--- config.mk ---
export PLATFORM = sky130hd
export DESIGN_NAME = mpe_midi_byte_parser_flat
export DESIGN_NICKNAME = d
export VERILOG_FILES = /design/src/rtl/mpe_pkg.sv /design/src/rtl/mpe_ifs.sv /design/src/rtl/mpe_front.sv /design/src/rtl/mpe_queue.sv /design/src/rtl/mpe_back.sv /design/src/rtl/mpe_midi_byte_parser.sv /design/src/flat_wrapper.sv
export SDC_FILE = /design/constraint.sdc
export NUM_CORES = 1
export LEC_CHECK = 0
export BUFFER_PORTS_ARGS = -buffer_cell sky130_fd_sc_hd__buf_2
export CORE_MARGIN = 2
export CORE_UTILIZATION = 25
export DETAILED_ROUTE_END_ITERATION = 10
export PLACE_DENSITY_LB_ADDON = 0.05
export SLEW_MARGIN = 5
export SYNTH_ARGS = -nofsm -noshare
export SYNTH_HDL_FRONTEND = slang
export SYNTH_SLANG_ARGS = --single-unit
--- constraint.sdc ---
create_clock -name clock -period 5.49 [get_ports clock]
set_clock_uncertainty 0.15 [all_clocks]
set_input_delay 1.3725 -clock clock [delete_from_list [all_inputs] [get_ports clock]]
set_output_delay 1.3725 -clock clock [all_outputs]
set_load 0.01 [all_outputs]
--- src/rtl/mpe_pkg.sv ---
// types and constants shared by the mpe byte parser
// no dependencies
`timescale 1ns / 1ps
package mpe_pkg;

   // pending message types
   localparam logic [2:0] TYPE_NOTEON   = 3'd0;
   localparam logic [2:0] TYPE_NOTEOFF  = 3'd1;
   localparam logic [2:0] TYPE_PRESSURE = 3'd2;
   localparam logic [2:0] TYPE_BEND     = 3'd3;
   localparam logic [2:0] TYPE_SLIDE    = 3'd4;
   localparam logic [2:0] TYPE_NONE     = 3'd7;

   // result kinds
   localparam logic [2:0] KIND_LIST     = 3'd0;
   localparam logic [2:0] KIND_NOTEON   = 3'd1;
   localparam logic [2:0] KIND_NOTEOFF  = 3'd2;
   localparam logic [2:0] KIND_PRESSURE = 3'd3;
   localparam logic [2:0] KIND_SLIDE    = 3'd4;
   localparam logic [2:0] KIND_BEND     = 3'd5;

   // status nibbles
   localparam logic [3:0] STATUS_NOTEOFF  = 4'h8;
   localparam logic [3:0] STATUS_NOTEON   = 4'h9;
   localparam logic [3:0] STATUS_CC       = 4'hB;
   localparam logic [3:0] STATUS_PRESSURE = 4'hD;
   localparam logic [3:0] STATUS_BEND     = 4'hE;

   localparam logic [6:0] SLIDE_CC = 7'd74;

   // one completed message handed from front to back
   typedef struct packed {
      logic [2:0] msg_kind;
      logic [3:0] channel;
      logic [6:0] first_data;
      logic [6:0] second_data;
   } msg_type;

   typedef struct packed {
      logic empty;
      logic full;
   } queue_stat_type;

endpackage

--- src/rtl/mpe_ifs.sv ---
// request and response channel interfaces of the mpe byte parser
// no dependencies
`timescale 1ns / 1ps
interface mpe_req_if;
   logic       valid;
   logic       ready;
   logic [7:0] midi_byte;

   modport source (output valid, output midi_byte, input ready);
   modport sink   (input valid, input midi_byte, output ready);
endinterface

interface mpe_rsp_if;
   logic        valid;
   logic        ready;
   logic [2:0]  event_kind;
   logic [3:0]  member_channel;
   logic [6:0]  key_number;
   logic [6:0]  press_velocity;
   logic [6:0]  release_velocity;
   logic [13:0] amount;
   logic        last_of_run;

   modport source (output valid, output event_kind, output member_channel,
                   output key_number, output press_velocity,
                   output release_velocity, output amount, output last_of_run,
                   input ready);
   modport sink   (input valid, input event_kind, input member_channel,
                   input key_number, input press_velocity,
                   input release_velocity, input amount, input last_of_run,
                   output ready);
endinterface

--- src/rtl/mpe_front.sv ---
// front end: takes midi bytes, tracks the pending message, pushes finished ones
// depends on mpe_pkg
`timescale 1ns / 1ps
module mpe_front
   import mpe_pkg::*;
(
   input  logic           clock,
   input  logic           reset,
   input  logic           byte_valid,
   input  logic [7:0]     midi_byte,
   output logic           byte_ready,
   input  queue_stat_type q_stat,
   output logic           push,
   output msg_type        push_msg
);

   logic       msg_ready_ff, msg_ready_in;
   logic [2:0] ptype_ff, ptype_in;
   logic [3:0] pchan_ff, pchan_in;
   logic [6:0] first_ff, first_in;
   logic       accept;
   logic [2:0] status_type;

   assign byte_ready = !q_stat.full;
   assign accept     = byte_valid && byte_ready;

   always_comb begin
      case (midi_byte[7:4])
         STATUS_NOTEOFF:  status_type = TYPE_NOTEOFF;
         STATUS_NOTEON:   status_type = TYPE_NOTEON;
         STATUS_CC:       status_type = TYPE_SLIDE;
         STATUS_PRESSURE: status_type = TYPE_PRESSURE;
         STATUS_BEND:     status_type = TYPE_BEND;
         default:         status_type = TYPE_NONE;
      endcase
   end

   always_comb begin
      msg_ready_in = msg_ready_ff;
      ptype_in     = ptype_ff;
      pchan_in     = pchan_ff;
      first_in     = first_ff;
      push         = 1'b0;
      if (accept) begin
         if (midi_byte[7]) begin
            msg_ready_in = 1'b0;
            ptype_in     = TYPE_NONE;
            if (midi_byte[3:0] != 4'd0 && status_type != TYPE_NONE) begin
               ptype_in     = status_type;
               pchan_in     = midi_byte[3:0] - 4'd1;
               msg_ready_in = (status_type == TYPE_PRESSURE);
            end
         end else if (!msg_ready_ff) begin
            if (ptype_ff == TYPE_SLIDE) begin
               if (midi_byte[6:0] == SLIDE_CC) begin
                  msg_ready_in = 1'b1;
               end
            end else if (ptype_ff != TYPE_NONE) begin
               first_in     = midi_byte[6:0];
               msg_ready_in = 1'b1;
            end
         end else begin
            // completing data byte, no running status afterwards
            push         = 1'b1;
            msg_ready_in = 1'b0;
            ptype_in     = TYPE_NONE;
         end
      end
   end

   assign push_msg = '{msg_kind: ptype_ff, channel: pchan_ff,
                       first_data: first_ff, second_data: midi_byte[6:0]};

   always_ff @(posedge clock) begin
      if (reset) begin
         msg_ready_ff <= 1'b0;
         ptype_ff     <= TYPE_NONE;
         pchan_ff     <= 4'd0;
         first_ff     <= 7'd0;
      end else begin
         msg_ready_ff <= msg_ready_in;
         ptype_ff     <= ptype_in;
         pchan_ff     <= pchan_in;
         first_ff     <= first_in;
      end
   end

endmodule

--- src/rtl/mpe_queue.sv ---
// short message queue between front and back end
// depends on mpe_pkg
`timescale 1ns / 1ps
module mpe_queue
   import mpe_pkg::*;
#(
   parameter int DEPTH = 4
) (
   input  logic           clock,
   input  logic           reset,
   input  logic           push,
   input  msg_type        push_msg,
   input  logic           pop,
   output msg_type        head_msg,
   output queue_stat_type q_stat
);

   localparam int PTR_W = (DEPTH > 1) ? $clog2(DEPTH) : 1;
   localparam int CNT_W = $clog2(DEPTH + 1);
   localparam logic [PTR_W-1:0] LAST_PTR = PTR_W'(DEPTH - 1);
   localparam logic [CNT_W-1:0] FULL_CNT = CNT_W'(DEPTH);

   msg_type           slot_ff [DEPTH];
   logic [PTR_W-1:0]  wr_ptr_ff, wr_ptr_in;
   logic [PTR_W-1:0]  rd_ptr_ff, rd_ptr_in;
   logic [CNT_W-1:0]  count_ff, count_in;
   logic              do_push, do_pop;

   assign q_stat.empty = (count_ff == '0);
   assign q_stat.full  = (count_ff == FULL_CNT);
   assign do_push      = push && !q_stat.full;
   assign do_pop       = pop && !q_stat.empty;
   assign head_msg     = slot_ff[rd_ptr_ff];

   always_comb begin
      wr_ptr_in = wr_ptr_ff;
      rd_ptr_in = rd_ptr_ff;
      count_in  = count_ff;
      if (do_push) begin
         wr_ptr_in = (wr_ptr_ff == LAST_PTR) ? '0 : wr_ptr_ff + 1'b1;
      end
      if (do_pop) begin
         rd_ptr_in = (rd_ptr_ff == LAST_PTR) ? '0 : rd_ptr_ff + 1'b1;
      end
      if (do_push && !do_pop) begin
         count_in = count_ff + 1'b1;
      end else if (do_pop && !do_push) begin
         count_in = count_ff - 1'b1;
      end
   end

   always_ff @(posedge clock) begin
      if (reset) begin
         wr_ptr_ff <= '0;
         rd_ptr_ff <= '0;
         count_ff  <= '0;
      end else begin
         wr_ptr_ff <= wr_ptr_in;
         rd_ptr_ff <= rd_ptr_in;
         count_ff  <= count_in;
      end
   end

   always_ff @(posedge clock) begin
      if (do_push) begin
         slot_ff[wr_ptr_ff] <= push_msg;
      end
   end

endmodule

--- src/rtl/mpe_back.sv ---
// back end: turns queued messages into result beats through an output register
// depends on mpe_pkg
`timescale 1ns / 1ps
module mpe_back
   import mpe_pkg::*;
(
   input  logic           clock,
   input  logic           reset,
   input  msg_type        head_msg,
   input  queue_stat_type q_stat,
   output logic           pop,
   output logic           out_valid,
   input  logic           out_ready,
   output logic [2:0]     event_kind,
   output logic [3:0]     member_channel,
   output logic [6:0]     key_number,
   output logic [6:0]     press_velocity,
   output logic [6:0]     release_velocity,
   output logic [13:0]    amount,
   output logic           last_of_run
);

   logic        valid_ff, valid_in;
   logic        phase_ff, phase_in;
   logic        load;
   logic        is_note;
   logic [2:0]  kind_ff, kind_in;
   logic [3:0]  chan_ff;
   logic [6:0]  key_ff, key_in;
   logic [6:0]  press_ff, press_in;
   logic [6:0]  rel_ff, rel_in;
   logic [13:0] amount_ff, amount_in;
   logic        last_ff, last_in;

   assign is_note = (head_msg.msg_kind == TYPE_NOTEON) ||
                    (head_msg.msg_kind == TYPE_NOTEOFF);
   // output slot frees when empty or its beat is taken this cycle
   assign load    = (!valid_ff || out_ready) && !q_stat.empty;

   always_comb begin
      valid_in  = valid_ff && !out_ready;
      phase_in  = phase_ff;
      pop       = 1'b0;
      kind_in   = KIND_LIST;
      key_in    = 7'd0;
      press_in  = 7'd0;
      rel_in    = 7'd0;
      amount_in = 14'd0;
      last_in   = 1'b1;
      case (head_msg.msg_kind)
         TYPE_NOTEON: begin
            kind_in  = phase_ff ? KIND_NOTEON : KIND_LIST;
            key_in   = head_msg.first_data;
            press_in = head_msg.second_data;
            last_in  = phase_ff;
         end
         TYPE_NOTEOFF: begin
            kind_in = phase_ff ? KIND_NOTEOFF : KIND_LIST;
            key_in  = head_msg.first_data;
            rel_in  = head_msg.second_data;
            last_in = phase_ff;
         end
         TYPE_PRESSURE: begin
            kind_in   = KIND_PRESSURE;
            amount_in = {7'd0, head_msg.second_data};
         end
         TYPE_SLIDE: begin
            kind_in   = KIND_SLIDE;
            amount_in = {7'd0, head_msg.second_data};
         end
         TYPE_BEND: begin
            kind_in   = KIND_BEND;
            amount_in = {head_msg.second_data, head_msg.first_data};
         end
         default: begin
            kind_in = KIND_LIST;
         end
      endcase
      if (load) begin
         valid_in = 1'b1;
         // note messages stay at the head until their second beat is loaded
         if (is_note && !phase_ff) begin
            phase_in = 1'b1;
         end else begin
            phase_in = 1'b0;
            pop      = 1'b1;
         end
      end
   end

   always_ff @(posedge clock) begin
      if (reset) begin
         valid_ff <= 1'b0;
         phase_ff <= 1'b0;
      end else begin
         valid_ff <= valid_in;
         phase_ff <= phase_in;
      end
   end

   always_ff @(posedge clock) begin
      if (load) begin
         kind_ff   <= kind_in;
         chan_ff   <= head_msg.channel;
         key_ff    <= key_in;
         press_ff  <= press_in;
         rel_ff    <= rel_in;
         amount_ff <= amount_in;
         last_ff   <= last_in;
      end
   end

   assign out_valid        = valid_ff;
   assign event_kind       = kind_ff;
   assign member_channel   = chan_ff;
   assign key_number       = key_ff;
   assign press_velocity   = press_ff;
   assign release_velocity = rel_ff;
   assign amount           = amount_ff;
   assign last_of_run      = last_ff;

endmodule

--- src/rtl/mpe_midi_byte_parser.sv ---
// a completing byte is written into the message queue, then loaded into the output register
// throughput: one byte per cycle while req ready is high; a note message gives two result beats
// the message queue between front and back absorbs the second beat of note events
// req ready drops only while the queue is full, which takes sustained rsp stalls
// synchronous active-high reset clears the pending message, queue and output valid
// no memory clearing pass: the block accepts bytes in the first cycle after reset
`timescale 1ns / 1ps
module mpe_midi_byte_parser
   import mpe_pkg::*;
#(
   parameter int QUEUE_DEPTH = 4
) (
   input  logic     clock,
   input  logic     reset,
   mpe_req_if.sink   req_chan,
   mpe_rsp_if.source rsp_chan
);

   queue_stat_type q_stat;
   logic           push;
   logic           pop;
   msg_type        push_msg;
   msg_type        head_msg;

   mpe_front u_front (
      .clock      (clock),
      .reset      (reset),
      .byte_valid (req_chan.valid),
      .midi_byte  (req_chan.midi_byte),
      .byte_ready (req_chan.ready),
      .q_stat     (q_stat),
      .push       (push),
      .push_msg   (push_msg)
   );

   mpe_queue #(.DEPTH(QUEUE_DEPTH)) u_queue (
      .clock    (clock),
      .reset    (reset),
      .push     (push),
      .push_msg (push_msg),
      .pop      (pop),
      .head_msg (head_msg),
      .q_stat   (q_stat)
   );

   mpe_back u_back (
      .clock            (clock),
      .reset            (reset),
      .head_msg         (head_msg),
      .q_stat           (q_stat),
      .pop              (pop),
      .out_valid        (rsp_chan.valid),
      .out_ready        (rsp_chan.ready),
      .event_kind       (rsp_chan.event_kind),
      .member_channel   (rsp_chan.member_channel),
      .key_number       (rsp_chan.key_number),
      .press_velocity   (rsp_chan.press_velocity),
      .release_velocity (rsp_chan.release_velocity),
      .amount           (rsp_chan.amount),
      .last_of_run      (rsp_chan.last_of_run)
   );

endmodule

--- src/flat_wrapper.sv ---
// flat-port wrapper written by rule: the top's interface ports become plain ports
module mpe_midi_byte_parser_flat import mpe_pkg::*;
#(
   parameter int QUEUE_DEPTH = 4
)
  (clock, reset, req_chan_valid, req_chan_midi_byte, req_chan_ready, rsp_chan_valid, rsp_chan_event_kind, rsp_chan_member_channel, rsp_chan_key_number, rsp_chan_press_velocity, rsp_chan_release_velocity, rsp_chan_amount, rsp_chan_last_of_run, rsp_chan_ready);
  mpe_req_if req_chan_i ();
  mpe_rsp_if rsp_chan_i ();
  input  logic clock;
  input  logic reset;
  input wire logic [$bits(req_chan_i.valid)-1:0] req_chan_valid;
  input wire logic [$bits(req_chan_i.midi_byte)-1:0] req_chan_midi_byte;
  output wire logic [$bits(req_chan_i.ready)-1:0] req_chan_ready;
  output wire logic [$bits(rsp_chan_i.valid)-1:0] rsp_chan_valid;
  output wire logic [$bits(rsp_chan_i.event_kind)-1:0] rsp_chan_event_kind;
  output wire logic [$bits(rsp_chan_i.member_channel)-1:0] rsp_chan_member_channel;
  output wire logic [$bits(rsp_chan_i.key_number)-1:0] rsp_chan_key_number;
  output wire logic [$bits(rsp_chan_i.press_velocity)-1:0] rsp_chan_press_velocity;
  output wire logic [$bits(rsp_chan_i.release_velocity)-1:0] rsp_chan_release_velocity;
  output wire logic [$bits(rsp_chan_i.amount)-1:0] rsp_chan_amount;
  output wire logic [$bits(rsp_chan_i.last_of_run)-1:0] rsp_chan_last_of_run;
  input wire logic [$bits(rsp_chan_i.ready)-1:0] rsp_chan_ready;
  assign req_chan_i.valid = req_chan_valid;
  assign req_chan_i.midi_byte = req_chan_midi_byte;
  assign req_chan_ready = req_chan_i.ready;
  assign rsp_chan_valid = rsp_chan_i.valid;
  assign rsp_chan_event_kind = rsp_chan_i.event_kind;
  assign rsp_chan_member_channel = rsp_chan_i.member_channel;
  assign rsp_chan_key_number = rsp_chan_i.key_number;
  assign rsp_chan_press_velocity = rsp_chan_i.press_velocity;
  assign rsp_chan_release_velocity = rsp_chan_i.release_velocity;
  assign rsp_chan_amount = rsp_chan_i.amount;
  assign rsp_chan_last_of_run = rsp_chan_i.last_of_run;
  assign rsp_chan_i.ready = rsp_chan_ready;
  mpe_midi_byte_parser #(.QUEUE_DEPTH(QUEUE_DEPTH)) u_core (.clock(clock), .reset(reset), .req_chan(req_chan_i), .rsp_chan(rsp_chan_i));
endmodule
==> results.cfg, run 1 <==
[flow_run]
maxCapViolCount = 0

[logic_synthesis]
synthArstFlopShare_pct = 0
synth-xor-area-share_pct = 1.16
syn_area_per_cell_um2 = 17.2
synth_compound_area_share_pct = 3.74
synthAdderAreaFrac_pct = 1.98
yosys.area.top_type_share_pct = 63.0
synth.area.mux_share_pct = 10.9
synth.yosys.seq_area_share_pct = 71.6
postSynthRegisterBits = 153
synth-simple-area-share_pct = 8.59
synth.area.top_cells = sky130_fd_sc_hd__edfxtp_1, sky130_fd_sc_hd__dfxtp_1, sky130_fd_sc_hd__mux4_2, sky130_fd_sc_hd__and2_1, sky130_fd_sc_hd__mux2i_1
yosys_warnings = 0
yosys.cell_types.count = 46
synth.net_count = 373
yosysTopAreaCell = sky130_fd_sc_hd__edfxtp_1
combinational_family_with_the_most_area_after_synthesis = multiplexers
syn-instance-count = 352
synth_top_flop_cell = sky130_fd_sc_hd__edfxtp_1
post_synth_design_cell_area_um2 = 6060
synth-edff-count = 127

[setup_path]
timing.setup.critical_path_class = primary input to flip-flop
worstSetupEndpoint = u_core.u_queue.count_ff[2]$_SDFFE_PP0P_
cp-end-kind = flip-flop
rr_endpoint = u_core.u_queue.count_ff[2]$_SDFFE_PP0P_
arrival_ps = 3520
timing.critical_path.from = req_chan_valid
regToRegSetupSlack_ps = 2220
startpoint_type = primary input
worst_path_maximum_fanout = 7
timing.reg2reg.worst_path_depth = 11
worst-endpoint-required_ps = 5680

[route]
wl_per_cell_um = 17.7
first_iter_violations = 152
vias_per_cell = 4.21
detailed_route_drc_error_count = 0
detail_route.wirelength_um = 13300
number_of_antenna_violating_nets_in_the_routed_design = 0
routed-via-count = 3157
firstDrtPassIters = 6

[cts]
cts_setup_buffers = 0
post_cts_resize_count = 0
clock_tree.buffer_depth = 2
cts_made_buffers = 17
path_clk_slew_ps = 60
clock_latency_ps = 410
tritoncts = yes
cts-root-buf = sky130_fd_sc_hd__clkbuf_16
holdBufCountCts = 0
cts.sink_count = 153
htree_num_levels = 4

[placement]
place_area_um2 = 6710
dp_slack_ps = 1740
hpwl_um = 8120
globalplace.congestion = 0.695
io_buffer_count = 56

[sta]
postLayoutSetupSlackWorst_ps = 2160
slew_viol_final = 0
final.min_clock_period_ps = 3330
fmaxAchievable_mhz = 300
rsz0062_at_grt = no
setup_tns_ps = 0
fin_crit_sh_pct = 60.6
setup_viol = 0
worst_slew_margin_relative_to_its_limit_pct = 30.8
worst_hold_slack_ps = 358
worstMarginPinSlew_ps = 1040
hold_viol_final = 0

[floorplanning]
dieArea_um2 = 25500
die_x_um = 160
die_height_um = 160
core_um2 = 23600
floorplan.rows = 56
io-pin-count = 57
effective_utilization_at_floorplan_pct = 25.7

[global_route]
grt_first_pass_wirelength_um = 20400
globalRouteOverflowTotal = 0
gr-usage-all-layers_pct = 10.9
grt_start_max_net_pins = 45
number_of_global_route_vias_before_repair = 3255
grt_antenna_before_repair = 0

[power_and_ir_drop]
power_density_nw_per_um2 = 503
p_clk_share_pct = 32.1
seq_power_share_pct = 44.4
ir_drop_mv = 0.197
comb_power_share_pct = 23.5
netSwitchingPower_uw = 1060
p_leak_uw = 0.00257
p_int_uw = 2620
sw_frac_of_total_pct = 28.8

[cells_and_area]
area_overhead_vs_synth_pct = 20.5
fillerInstances = 2333
antennaDiodeCount = 0
finish.net_count = 439
most-common-layout-cells = sky130_fd_sc_hd__edfxtp_1, sky130_fd_sc_hd__buf_2, sky130_fd_sc_hd__dfxtp_1, sky130_fd_sc_hd__and2_1, sky130_fd_sc_hd__nor2_1
drive_above_1_share_pct = 28.3
post-route-util_pct = 30.9
finalInstanceArea_um2 = 7300
layout_commonest_cell = sky130_fd_sc_hd__edfxtp_1

[run_status]
run_status = completed

[hold_path]
hold_path.class = flip-flop to flip-flop
## final cells by class
cell class	instances	area, um^2	share of cell area, %
clock inverter	10	126	1.73
multi-input combinational	173	1610	22.0
tap	319	399	5.47
sequential	153	4330	59.4
timing repair buffer	63	333	4.56
clock buffer	22	464	6.36
inverter	10	37.5	0.514
## power by group through the flow
stage	clock network, uW	registers [uW]	logic [uW]
after floorplan	0	1720	500
after global placement	0	1660	890
after detailed placement	0	1660	891
after CTS	1210	1640	893
after global routing	1270	1660	964
final	1180	1630	864
## synth_stat cells, types with 2 or more instances
cell type	n
sky130_fd_sc_hd__a21oi_1	8
sky130_fd_sc_hd__a22o_1	7
sky130_fd_sc_hd__a311oi_1	4
sky130_fd_sc_hd__a31oi_1	2
sky130_fd_sc_hd__and2_1	25
sky130_fd_sc_hd__and3_1	7
sky130_fd_sc_hd__buf_2	6
sky130_fd_sc_hd__buf_6	3
sky130_fd_sc_hd__clkbuf_1	6
sky130_fd_sc_hd__dfxtp_1	26
sky130_fd_sc_hd__edfxtp_1	127
sky130_fd_sc_hd__ha_1	8
sky130_fd_sc_hd__inv_1	10
sky130_fd_sc_hd__mux2_2	3
sky130_fd_sc_hd__mux2i_1	14
sky130_fd_sc_hd__mux4_2	21
sky130_fd_sc_hd__nand2_1	4
sky130_fd_sc_hd__nand2b_1	5
sky130_fd_sc_hd__nand3_1	3
sky130_fd_sc_hd__nand4_1	3
sky130_fd_sc_hd__nor2_1	22
sky130_fd_sc_hd__nor2b_1	3
sky130_fd_sc_hd__nor3_1	5
sky130_fd_sc_hd__nor3b_2	2
sky130_fd_sc_hd__xnor2_1	5
sky130_fd_sc_hd__xor2_1	3
## worst min-delay path by stage
stage / to / cells after the start / startpoint
after floorplan: u_core.u_queue.slot_ff[0][14]$_DFFE_PP_ / 0 / u_core.u_front.pchan_ff[0]$_SDFFE_PP0P_
after global placement: u_core.u_queue.count_ff[2]$_SDFFE_PP0P_ / 2 / u_core.u_queue.count_ff[2]$_SDFFE_PP0P_
final: u_core.u_queue.count_ff[2]$_SDFFE_PP0P_ / 2 / u_core.u_queue.count_ff[2]$_SDFFE_PP0P_
after CTS: u_core.u_queue.count_ff[2]$_SDFFE_PP0P_ / 2 / u_core.u_queue.count_ff[2]$_SDFFE_PP0P_
after detailed placement: u_core.u_queue.slot_ff[2][11]$_DFFE_PP_ / 0 / u_core.u_front.first_ff[4]$_SDFFE_PP0P_
after global routing: u_core.u_queue.rd_ptr_ff[1]$_SDFFE_PP0P_ / 2 / u_core.u_queue.rd_ptr_ff[1]$_SDFFE_PP0P_
## flip-flops by register name, indices dropped and copies added, names as in the netlist, 2 cells and up, named ones only
name                            flops
u_core.u_queue.slot_ff             84
u_core.u_back.amount               14
u_core.u_back.key_number            7
u_core.u_back.press_velocity        7
u_core.u_back.release_velocity      7
u_core.u_front.first_ff             7
u_core.u_back.member_channel        4
u_core.u_front.pchan_ff             4
u_core.u_back.event_kind            3
u_core.u_front.ptype_ff             3
u_core.u_queue.count_ff             3
u_core.u_queue.rd_ptr_ff            2
u_core.u_queue.wr_ptr_ff            2
## worst max-delay path, stage by stage
cell and delay (ps):
sky130_fd_sc_hd__buf_2 100, sky130_fd_sc_hd__inv_1 90, sky130_fd_sc_hd__nor4b_2 610, sky130_fd_sc_hd__ha_1 300, sky130_fd_sc_hd__inv_1 60, sky130_fd_sc_hd__fa_1 370, sky130_fd_sc_hd__xor2_1 170, sky130_fd_sc_hd__or3_1 310
sky130_fd_sc_hd__a21oi_1 150
## per-stage QoR
step	std cells	total power, uW
floorplan	352	2220
global placement	718	2550
detailed placement	718	2550
CTS	750	3750
global route	750	3890
finish	750	3670
## per-layer routing
layer | up-vias | wire, um | part of all wire (%) | GRT usage, %
met1 | 1587 | 6400 | 48 | 14.4
met4 | 0 | 153 | 1.2 | 3.72
met2 | 67 | 6160 | 46 | 17.2
met3 | 11 | 561 | 4.2 | 2.99
li1 | 1492 | - | - | -
met5 | - | 0 | 0 | 0
## logic make-up (layout without fill, tap and decap cells)
logic type,Yosys count,in the layout
simple gates,89,89
flops,153,153
mux,39,39
xor+xnor,8,8
buf+inv,26,105
compound gates,28,28
fa+ha+maj,9,9
(Power assumes the default switching activity.)
==> run 2: changes to the inputs <==
==> constraint.sdc (replaced) <==
create_clock -name clock -period 3.4 [get_ports clock]
set_clock_uncertainty 0.15 [all_clocks]
set_input_delay 0.85 -clock clock [delete_from_list [all_inputs] [get_ports clock]]
set_output_delay 0.85 -clock clock [all_outputs]
set_load 0.01 [all_outputs]
==> results.cfg, run 2 (same netlist as run 1, synthesis figures left out) <==
[placement]
io_buffer_count = 56
hpwl_um = 8320
globalplace.congestion = 0.665

[cells_and_area]
post-route-util_pct = 31.1
antennaDiodeCount = 0
most-common-layout-cells = sky130_fd_sc_hd__edfxtp_1, sky130_fd_sc_hd__buf_2, sky130_fd_sc_hd__dfxtp_1, sky130_fd_sc_hd__and2_1, sky130_fd_sc_hd__nor2_1
area_overhead_vs_synth_pct = 21.4
layout_commonest_cell = sky130_fd_sc_hd__edfxtp_1
finish.net_count = 445
largest_reg_flops = 84
largest_register = u_core.u_queue.slot_ff
drive_above_1_share_pct = 29.5

[power_and_ir_drop]
p_clk_share_pct = 32.1
comb_power_share_pct = 24.3
ir_drop_mv = 0.280
p_int_uw = 4240
power_density_nw_per_um2 = 814
netSwitchingPower_uw = 1750
seq_power_share_pct = 43.6
sw_frac_of_total_pct = 29.2
p_leak_uw = 0.00258
finalPower_uw = 5980

[global_route]
global_route.usage.met1_pct = 14.4
use_met3_pct = 2.91
grt_first_pass_wirelength_um = 20900
number_of_global_route_vias_before_repair = 3341
globalRouteOverflowTotal = 0
grt_start_max_net_pins = 45
grt_busiest_layer = met2
grt_antenna_before_repair = 0
gr-usage-all-layers_pct = 11.0
grt_util_met2_pct = 17.7

[sta]
setup_viol = 0
worstMarginPinSlew_ps = 754
rsz0062_at_grt = no
hold_viol_final = 0
fmaxAchievable_mhz = 350
worst_slew_margin_relative_to_its_limit_pct = 49.5
setup_tns_ps = 0
slew_viol_final = 0
final.min_clock_period_ps = 2860
fin_crit_sh_pct = 84.1

[route]
routed-via-count = 3136
number_of_antenna_violating_nets_in_the_routed_design = 0
vias_per_cell = 4.15
detail_route.wirelength_um = 13200
wl_per_cell_um = 17.5
detailed_route_drc_error_count = 0
firstDrtPassIters = 4
first_iter_violations = 182

[setup_path]
critical_path.max_stage_delay_ps = 390
cpMostUsedCell = sky130_fd_sc_hd__inv_1
cp.depth = 11
startpoint_type = flip-flop
cp_cell_sequence = buf_4, mux2i_1, and4b_1, nor3b_2, inv_1, ha_1, inv_1, fa_1, xor2_1, or3_1, a21oi_1
timing.critical_path.slowest_stage_cell = sky130_fd_sc_hd__buf_4
critical_path_buf_inv_count = 3
worst-endpoint-required_ps = 3600
top_family_by_delay_on_critical_path = simple AND/OR/NAND/NOR gates
timing.reg2reg.worst_path_depth = 11
timing.setup.critical_path_class = flip-flop to flip-flop
cp-end-kind = flip-flop
arrival_ps = 3050
worst_path_maximum_fanout = 23

[hold_path]
hp-start = u_core.u_front.first_ff[4]$_SDFFE_PP0P_
holdPathStages = 0
hold_path.class = flip-flop to flip-flop

[cts]
holdBufCountCts = 0
cts_made_buffers = 17
cts_setup_buffers = 0
clock_tree.buffer_depth = 2
cts.sink_count = 153
htree_num_levels = 4
tritoncts = yes
post_cts_resize_count = 0
path_clk_slew_ps = 70
cts-root-buf = sky130_fd_sc_hd__clkbuf_16
clock_latency_ps = 420

[floorplanning]
dieArea_um2 = 25500
floorplan.rows = 56
die_x_um = 160
effective_utilization_at_floorplan_pct = 25.7
io-pin-count = 57
core_um2 = 23600
die_height_um = 160

[run_status]
run_status = completed

[flow_run]
maxCapViolCount = 0
[run 2: changes by cell type in the layout (fill, tap and decap cells not counted)]
cell,previous run,this run
sky130_fd_sc_hd__buf_4,7,13
sky130_fd_sc_hd__clkbuf_1,3,2
sky130_fd_sc_hd__clkbuf_8,2,1
sky130_fd_sc_hd__clkinv_2,4,1
sky130_fd_sc_hd__clkinv_4,1,0
sky130_fd_sc_hd__clkinvlp_4,0,5
sky130_fd_sc_hd__inv_6,0,1
[run 2: per-stage QoR]
stage / std cells / area, um^2 / setup slack (ps) / hold WS, ps
global route: 756 / 7350 / 357 / 382
global placement: 724 / 6760 / 501 / 331
finish: 756 / 7350 / 541 / 364
CTS: 756 / 7350 / 515 / 362
detailed placement: 724 / 6760 / 458 / 343
floorplan: 352 / 6070 / 75.6 / 301
[run 2: final timing paths]
kind                                                           endpoint  slack [ps]
worst max-delay path            u_core.u_queue.count_ff[2]$_SDFFE_PP0P_         540
worst min-delay path            u_core.u_queue.slot_ff[2][11]$_DFFE_PP_         360
worst max register to register  u_core.u_queue.count_ff[2]$_SDFFE_PP0P_         540
worst min register to register  u_core.u_queue.slot_ff[2][11]$_DFFE_PP_         360
[run 2: final cells by class]
cell class              count  area, um^2
fillers                  2338       16300
flip-flops and latches    153        4330
multi-input cells         173        1610
clock buffers              20         447
well taps                 319         399
repair buffers             69         378
clock inverters            12         149
inverters                  10        37.5
[run 2: routing by layer]
layer,vias up,part of all wire (%)
met2,69,46
met4,0,1.4
met3,13,4.3
li1,1493,-
met1,1561,48
met5,-,0
[run 2: power groups by stage]
stage / Sequential (uW) / Clock (uW) / Combinational [uW]
finish: 2610 / 1920 / 1450
global route: 2650 / 2050 / 1610
CTS: 2620 / 1970 / 1500
detailed placement: 2660 / 0 / 1500
global placement: 2660 / 0 / 1500
floorplan: 2760 / 0 / 818
